## config.mk

```make
export PLATFORM = sky130hd
export DESIGN_NAME = mahb_regs
export DESIGN_NICKNAME = d
export VERILOG_FILES = /design/src/mahb_pkg.sv /design/src/mahb_regs.sv
export SDC_FILE = /design/constraint.sdc
export NUM_CORES = 1
export LEC_CHECK = 0
export ABC_AREA = 1
export BUFFER_PORTS_ARGS = -buffer_cell sky130_fd_sc_hd__buf_2
export CORE_ASPECT_RATIO = 0.5
export CORE_MARGIN = 2
export CORE_UTILIZATION = 46
export DETAILED_ROUTE_END_ITERATION = 8
export GPL_TIMING_DRIVEN = 0
export PLACE_DENSITY = 0.83
export SLEW_MARGIN = 20
export SYNTH_ARGS = -nofsm -noshare
export SYNTH_HDL_FRONTEND = slang
export SYNTH_SLANG_ARGS = --single-unit
```

## constraint.sdc

```tcl
create_clock -name clk -period 4.05 [get_ports clk]
set_clock_uncertainty 0.1 [all_clocks]
set_input_delay 0.6075 -clock clk [delete_from_list [all_inputs] [get_ports clk]]
set_output_delay 0.6075 -clock clk [all_outputs]
set_load 0.05 [all_outputs]
```

## src/mahb_pkg.sv

```systemverilog
// ============================================================================
// mahb_pkg
// Shared types and constants of the multi-axis histogram binning unit.
// ============================================================================
package mahb_pkg;

	// Store geometry
	localparam int BIN_DEPTH = 65536;
	localparam int ADDR_W    = $clog2(BIN_DEPTH);
	localparam int STORE_W   = 64;               // {hit count, photon sum}

	// Field widths
	localparam int INDEX_W   = 24;
	localparam int SIZE_W    = 17;
	localparam int REL_W     = 17;
	localparam int LIN1_W    = REL_W + SIZE_W;   // slow * size1 + middle
	localparam int LIN_W     = LIN1_W + SIZE_W;  // full three-axis address
	localparam int BINA_W    = 16;               // bin_address / read_address
	localparam int SUM_W     = 32;
	localparam int DATA_W    = 32;               // APB data
	localparam int PADDR_W   = 5;

	// Request codes
	localparam logic REQ_ADD  = 1'b0;
	localparam logic REQ_READ = 1'b1;

	// axis_count value selecting two axes; any other value means three
	localparam logic [1:0] AXES_TWO = 2'd2;

	typedef enum logic [2:0] {
		REG_AXIS_COUNT = 3'd0,
		REG_AXIS0_MIN  = 3'd1,
		REG_AXIS1_MIN  = 3'd2,
		REG_AXIS2_MIN  = 3'd3,
		REG_AXIS0_SIZE = 3'd4,
		REG_AXIS1_SIZE = 3'd5,
		REG_AXIS2_SIZE = 3'd6
	} reg_idx_t;

	typedef struct packed {
		logic [1:0]                    axis_count;
		logic [2:0][INDEX_W-1:0]       axis_lo;
		logic [2:0][SIZE_W-1:0]        axis_bins;
	} cfg_t;

endpackage

```

## src/mahb_regs.sv

```systemverilog
// ============================================================================
// mahb_regs
// APB register file holding the axis configuration.
// ============================================================================
module mahb_regs import mahb_pkg::*; (
	input  logic               clk,
	input  logic               arst_n,
	input  logic               psel,
	input  logic               penable,
	input  logic               pwrite,
	input  logic [PADDR_W-1:0] paddr,
	input  logic [DATA_W-1:0]  pwdata,
	output logic [DATA_W-1:0]  prdata,
	output logic               pready,
	output cfg_t               cfg
);

	cfg_t     cfg_q;
	reg_idx_t idx;
	logic     wr_en;

	assign idx    = reg_idx_t'(paddr[PADDR_W-1:2]);
	assign wr_en  = psel && penable && pwrite;
	assign pready = 1'b1;
	assign cfg    = cfg_q;

	always_ff @(posedge clk or negedge arst_n) begin
		if (!arst_n) begin
			cfg_q.axis_count <= 2'd3;
			cfg_q.axis_lo    <= '0;
			cfg_q.axis_bins  <= {3{SIZE_W'(1)}};
		end else if (wr_en) begin
			case (idx)
				REG_AXIS_COUNT: cfg_q.axis_count   <= pwdata[1:0];
				REG_AXIS0_MIN:  cfg_q.axis_lo[0]   <= pwdata[INDEX_W-1:0];
				REG_AXIS1_MIN:  cfg_q.axis_lo[1]   <= pwdata[INDEX_W-1:0];
				REG_AXIS2_MIN:  cfg_q.axis_lo[2]   <= pwdata[INDEX_W-1:0];
				REG_AXIS0_SIZE: cfg_q.axis_bins[0] <= pwdata[SIZE_W-1:0];
				REG_AXIS1_SIZE: cfg_q.axis_bins[1] <= pwdata[SIZE_W-1:0];
				REG_AXIS2_SIZE: cfg_q.axis_bins[2] <= pwdata[SIZE_W-1:0];
				default: ;
			endcase
		end
	end

	// minima read back sign-extended
	always_comb begin
		case (idx)
			REG_AXIS_COUNT: prdata = DATA_W'(cfg_q.axis_count);
			REG_AXIS0_MIN:  prdata = DATA_W'($signed(cfg_q.axis_lo[0]));
			REG_AXIS1_MIN:  prdata = DATA_W'($signed(cfg_q.axis_lo[1]));
			REG_AXIS2_MIN:  prdata = DATA_W'($signed(cfg_q.axis_lo[2]));
			REG_AXIS0_SIZE: prdata = DATA_W'(cfg_q.axis_bins[0]);
			REG_AXIS1_SIZE: prdata = DATA_W'(cfg_q.axis_bins[1]);
			REG_AXIS2_SIZE: prdata = DATA_W'(cfg_q.axis_bins[2]);
			default:        prdata = '0;
		endcase
	end

endmodule

```

; ---- Yosys cells after proc, flatten, opt, wreduce, memory -nomap -nowiden
; Index checks and enable logic that the tools add are counted.
[word_totals]
regBits = 125
inputBits = 42
output_inout_bits = 158
wordCells = 24
[op_classes]
n_eq_ne = 6
muxes = 1
reduce_logical = 10
[op_table]
columns = op, n
row1 = $pmux 32 s7, 1
row2 = $reduce_and 2->1, 7
row3 = $eq 3x3->1 const B, 3
row4 = $eq 3x2->1 const B, 2
row5 = $eq 3x1->1 const B, 1
row6 = $logic_not 3->1, 1
row7 = $logic_and 1x1->1, 2

; ---- Logic depth before layout (Yosys ltp)
; Gate-level depths: netlist of run 1.
[logic_depth]
ltp_word = 3
depth_mapped = 8
ltp_nobuf = 6

; ---- Least setup slack after synthesis of run 1
; Ideal clock, no wire load.
[synth_timing]
path_kind = input port to output port
start = input port paddr[4]
end = output port prdata[24]
arrival_time_ns = 2.128
required_time_ns = 3.342
setup_slack_ns = 1.215
stages = 6
n_path_buf = 3
cell_sequence = buf_2 > nor2_1 > clkbuf_1 > nand2_1 > nand3_1 > buf_4
[synth_via]
elab_chain_len = 2
elab_cells_between_ends = 8
cone_classes = eq/ne (6) / mux (1) / reduce/logical (1)
[synth_lines]
columns = item, line
row1 = "start, declared", mahb_regs.sv:11  ; input logic [PADDR_W-1:0] paddr,
row2 = "$eq 3x3->1, or another cell as far along", mahb_regs.sv:48  ; case (idx)
row3 = $pmux 32 s7 (*), mahb_regs.sv:48
row4 = "end, declared", mahb_regs.sv:13  ; output logic [DATA_W-1:0] prdata,
; Every way passes the cells marked *; elsewhere a longest branch is shown, timed or not.

; ---- Final worst setup path of run 1
[layout_timing]
start = input port paddr[4]
end = output port prdata[26]
; Same word-level chain as after synthesis.

==> flow_summary.json, run 1 <==
{
  "status": "finished, final reports clean",
  "grt_first_pass_wirelength_mm": 34.02,
  "final.setup.tns_ns": 0,
  "vdd_ir_drop_max_mv": 0.3178,
  "p_clk_share_pct": 32.3,
  "path_cells": "buf_2 > buf_2 > nor2_1 > clkbuf_1 > nand2_1 > nand3_1 > buf_4 > buf_2",
  "netlist_area_um2": 6031,
  "holdBufCountCts": 0,
  "die-area_um2": 14100,
  "diodes": 0,
  "pwr-share-comb_pct": 34.3,
  "critPathKind": "input pin to output pin",
  "p_int_mw": 2.925,
  "netlist.area_leader.share_pct": 49.79,
  "synth.largest_area_cell": "dfrtp_1",
  "grt_pass1_vias": 6271,
  "grt_usage_pct": 31.12,
  "dp_hpwl_mm": 15.49,
  "layoutNonFillerInstCount": 1166,
  "die_w_um": 165.9,
  "placed_cell_area_um2": 7218,
  "setup_viol_count_final": 0,
  "pwr-share-seq_pct": 33.4,
  "syn_area_per_cell_um2": 7.782,
  "fill_cells": 1101,
  "cts_buffers": 17,
  "maxCapViolCount": 0,
  "ys_ff_latch": 125,
  "largest_register_ffs": 125,
  "std_cell_rows": 29,
  "maxSlewHeadroom_pct": 49.94,
  "cts_sinks": 125,
  "fin_util_pct": 61.63,
  "worstSetupStartpointType": "input pin",
  "final_nets": 1025,
  "p_switching_mw": 2.169,
  "yosysSeqAreaShare_pct": 51.97,
  "start_util_pct": 47.35,
  "cts_tree": "built",
  "yosys_warnings": 0,
  "clockBufferDepth": 2,
  "clk_pin_slew_ns": 0.05,
  "htreeDepth": 4,
  "power-per-cell-area_nw_per_um2": 649.0,
  "p_leak_nw": 4.396,
  "reg2reg_slack_ns": 3.16,
  "drc_errors": 0,
  "clk_latency_ns": 0.41,
  "slowest_delay_ns": 0.61,
  "first_pass_iters": 5,
  "ioPinCount": 200,
  "cp_data_required_time_ns": 3.34,
  "drive_gt1_share_pct": 25.50,
  "crit_arrival_ns": 2.55,
  "dr.first_iter.drc_count": 938,
  "slowest_stage": "clkbuf_1",
  "viasPerCell": 5.676,
  "hold_path.class": "input pin to asynchronous set/reset pin",
  "swShare_pct": 42.58,
  "syn_inst": 775,
  "ys_types": 20,
  "rsz0062_at_grt": "false",
  "cpMostUsedCell": "buf_2",
  "syn_to_final_growth_pct": 30.15,
  "place_inst": 1134,
  "die-height_um": 84.97,
  "period_share_pct": 80.54,
  "worstMarginPinSlew_ns": 0.7509,
  "port-buffer-count": 188,
  "layout_setup_ws_ns": 0.7880,
  "design_area_um2": 7849,
  "drt_wl_total_mm": 22.06,
  "slew_viol_final": 0,
  "post_cts_buffers": 0,
  "ant_nets": 0,
  "coreArea_um2": 12740,
  "max_freq_mhz": 306.6,
  "syn-num-nets": 817,
  "dpl_worst_slack_ns": 0.7949,
  "hold_viol": 0,
  "end_kind": "output pin",
  "finalCriticalPeriod_ns": 3.262,
  "wire_per_inst_um": 18.92,
  "p_total_mw": 5.094,
  "synthTopCellsByArea": "dfrtp_1 50%, nand2_1 18%, o21ai_0 7.6%",
  "via_count": 6618,
  "cts-root-buf": "clkbuf_16",
  "grt_max_degree": 65,
  "cts_resized": 0,
  "overflow": 0,
  "hold_ws_ns": 0.07243,
  "gp_congestion": 0.9334,
  "antenna_found_initial": 0,
  "cp_max_fo": 10
}
[worst max-delay path, delay by kind of cell]
family,cells,cell delay (ns)
buffers and inverters,5,1.36
AND/OR/NAND/NOR,3,0.59
[cells in the final DEF (no fill, tap or decap)]
cell type  synthesis  layout
nor2_1            23      23
nand3_1           29      29
buf_2             13     200
buf_1              8       8
o21ai_0           92      92
buf_4             11      11
inv_2              2       2
clkbuf_8           0       4
nand2_1          287     287
clkbuf_1          32      36
buf_6              0       1
inv_1             43      43
clkinv_2           0       3
nor2_2             3       3
nand3_2            1       1
clkinv_1           1       1
buf_16             0       1
dfstp_2            5       5
nor3_4             1       1
nand4_1           69      69
conb_1             1       1
nor2_4             1       1
o21ai_1           33      33
dfrtp_1          120     120
bufinv_16          0       4
clkbuf_16          0      17
[per-layer routing]
layer	track usage, %	wire, um	up-vias
met4	15.18	775	0
met2	47.23	9907	479
met3	8.349	2740	95
met5	0	0	-
li1	-	-	2971
met1	41.92	8639	3073
[final cells by class]
class	instances	area, um^2	area share [%]
clock buffer	25	495.5	6.313
sequential	125	3134	39.93
tap	170	212.7	2.710
multi-input combinational	540	2426	30.91
inverter	46	172.7	2.200
timing repair buffer	189	974.7	12.42
buffer	64	297.8	3.794
clock inverter	7	135.1	1.722
[power groups by stage]
stage / combinational [mW] / sequential (mW) / clock [mW]
3_3_place_gp: 1.70 / 1.71 / 0
6_report: 1.75 / 1.70 / 1.64
4_1_cts: 1.75 / 1.69 / 1.64
2_1_floorplan: 0.456 / 2.49 / 0
3_5_place_dp: 1.74 / 1.70 / 0
5_1_grt: 1.83 / 1.72 / 1.70
[path summary, 6_finish.rpt]
check,start,endpoint,cells past startpoint
setup / recovery,paddr[4],prdata[26],8
hold / removal,arst_n,cfg[66],1
setup reg to reg,cfg[0],cfg[0],2
hold reg to reg,cfg[124],cfg[124],2
max in group asynchronous,arst_n,cfg[17],2
min in group clk,pwdata[1],cfg[124],3
[Yosys cell counts]
| cell type | count |
|---|---|
| nand2_1 | 287 |
| dfrtp_1 | 120 |
| o21ai_0 | 92 |
| nand4_1 | 69 |
| inv_1 | 43 |
| o21ai_1 | 33 |
| clkbuf_1 | 32 |
| nand3_1 | 29 |
| nor2_1 | 23 |
| buf_2 | 13 |
| buf_4 | 11 |
| buf_1 | 8 |
| dfstp_2 | 5 |
| nor2_2 | 3 |
| inv_2 | 2 |
| clkinv_1 | 1 |
| conb_1 | 1 |
| nand3_2 | 1 |
| nor2_4 | 1 |
| nor3_4 | 1 |
[cell families after synthesis]
kind of cell	after synthesis	synth area share, %
other	1	0.06218
AOI/OAI and AO/OA	125	10.37
buffers and inverters	110	7.801
DFF	125	51.97
and+or+nand+nor	414	29.79
Power figures use the tool's default switching activity.
==> run 2, diff against run 1 <==
==> constraint.sdc (replaced) <==
create_clock -name clk -period 3.1 [get_ports clk]
set_clock_uncertainty 0.1 [all_clocks]
set_input_delay 0.465 -clock clk [delete_from_list [all_inputs] [get_ports clk]]
set_output_delay 0.465 -clock clk [all_outputs]
set_load 0.05 [all_outputs]
==> flow_summary.json, run 2 (same netlist as run 1, synthesis figures left out) <==
{
  "wire_per_inst_um": 19.00,
  "die-area_um2": 14100,
  "critPathKind": "input pin to output pin",
  "met1_length_mm": 8.882,
  "hold_path.class": "input pin to register",
  "setup.worst_path.start": "paddr[3]",
  "fin_util_pct": 61.72,
  "vdd_ir_drop_max_mv": 0.4213,
  "p_leak_nw": 4.403,
  "drive_gt1_share_pct": 25.58,
  "p_total_mw": 6.664,
  "worstMarginPinSlew_ns": 0.7595,
  "final.setup.tns_ns": 0,
  "crit_arrival_ns": 2.33,
  "first_pass_iters": 8,
  "ant_nets": 0,
  "place_inst": 1134,
  "syn_to_final_growth_pct": 30.33,
  "power-per-cell-area_nw_per_um2": 847.8,
  "cts_tree": "built",
  "std_cell_rows": 29,
  "r2r_end": "cfg[62]",
  "max_freq_mhz": 345.4,
  "dp_hpwl_mm": 15.49,
  "cp_data_required_time_ns": 2.53,
  "antenna_found_initial": 0,
  "finalCriticalPeriod_ns": 2.895,
  "slew_viol_final": 0,
  "reg2reg_from": "cfg[62]",
  "clockBufferDepth": 2,
  "final_nets": 1026,
  "end_kind": "output pin",
  "cts_sinks": 125,
  "die_w_um": 165.9,
  "final_cell_mix": "287 x nand2_1, 200 x buf_2, 120 x dfrtp_1",
  "hold_ws_ns": 0.1992,
  "overflow": 0,
  "period_share_pct": 93.39,
  "coreArea_um2": 12740,
  "layout_commonest_cell": "nand2_1",
  "path_cells": "buf_2 > clkbuf_1 > buf_1 > nand4_1 > nand2_1 > nor2_1 > nand2_1 > buf_2",
  "cts-root-buf": "clkbuf_16",
  "port-buffer-count": 188,
  "clk_latency_ns": 0.41,
  "critPathTopFamily": "buffers and inverters",
  "drt_wl_total_mm": 22.17,
  "slowest_delay_ns": 0.49,
  "grt_usage_pct": 31.14,
  "cp_max_fo": 10,
  "grt_pass1_vias": 6277,
  "via_count": 6616,
  "met2_length_mm": 9.993,
  "top_layer": "met4",
  "reg2reg_slack_ns": 2.20,
  "layoutNonFillerInstCount": 1167,
  "slowest_stage": "clkbuf_1",
  "worstSetupStartpointType": "input pin",
  "largest_register_ffs": 125,
  "critPathBufInv": 4,
  "gp_congestion": 0.9334,
  "met3_wirelength_mm": 2.532,
  "crit_cells": 8,
  "crit_end": "prdata[7]",
  "dr.first_iter.drc_count": 916,
  "setup_viol_count_final": 0,
  "post_cts_buffers": 0,
  "layout_setup_ws_ns": 0.2048,
  "design_area_um2": 7860,
  "grt_max_degree": 65,
  "hold_viol": 0,
  "reg2reg_depth": 2,
  "dpl_worst_slack_ns": 0.1299,
  "start_util_pct": 47.35,
  "die-height_um": 84.97,
  "grt_first_pass_wirelength_mm": 34.04,
  "maxSlewHeadroom_pct": 49.37,
  "placed_cell_area_um2": 7218,
  "rsz0062_at_grt": "false",
  "clk_pin_slew_ns": 0.06,
  "status": "finished, final reports clean",
  "cts_buffers": 17,
  "htreeDepth": 4,
  "ioPinCount": 200,
  "maxCapViolCount": 0,
  "diodes": 0,
  "drc_errors": 0,
  "viasPerCell": 5.669
}
==> run 2: cell count changes in the layout (fill, tap and decap cells not counted), sizes merged <==
| cell | change |
|---|---|
| dlygate4sd3 | +1 |
==> run 2: metal layers <==
metal | vias to the layer above | track usage (%)
met2 | 484 | 47.30
met5 | - | 0
met3 | 90 | 8.349
met1 | 3075 | 41.92
met4 | 0 | 15.18
li1 | 2967 | -
==> run 2: area by class of cell <==
class	instances	area, um^2
Tap cell	170	212.7
Sequential cell	125	3134
Clock inverter	7	135.1
Fill cell	1101	4876
Timing Repair Buffer	190	984.7
Clock buffer	25	495.5
Multi-Input combinational cell	540	2426
Inverter	46	172.7
Buffer	64	299.0
==> run 2: worst register-to-register path, delay by kind of cell, from the launching register on <==
kind,cells,cell delay [ns]
flip-flops,1,0.40
AND/OR/NAND/NOR,1,0.12
AO/OA/AOI/OAI,1,0.12
==> run 2: power by group <==
group          switching (mW)  internal [mW]
logic                    1.84          0.447
clock network           0.723           1.43
registers               0.279           1.95
==> run 2: worst min path at each step <==
stage / startpoint / endpoint / depth (start not counted)
after floorplan: arst_n / cfg[100] / 0
after global placement: cfg[34] / cfg[34] / 2
after detailed placement: arst_n / cfg[66] / 1
after CTS: pwdata[1] / cfg[124] / 3
after global routing: pwdata[0] / cfg[17] / 3
final: pwdata[1] / cfg[124] / 3
==> run 2: timing repair <==
item	4_1_cts	5_1_grt
hold buffers	1	0
gates resized for setup	0	2
endpoints found under the hold margin	61	0
endpoints found under the setup margin	0	8
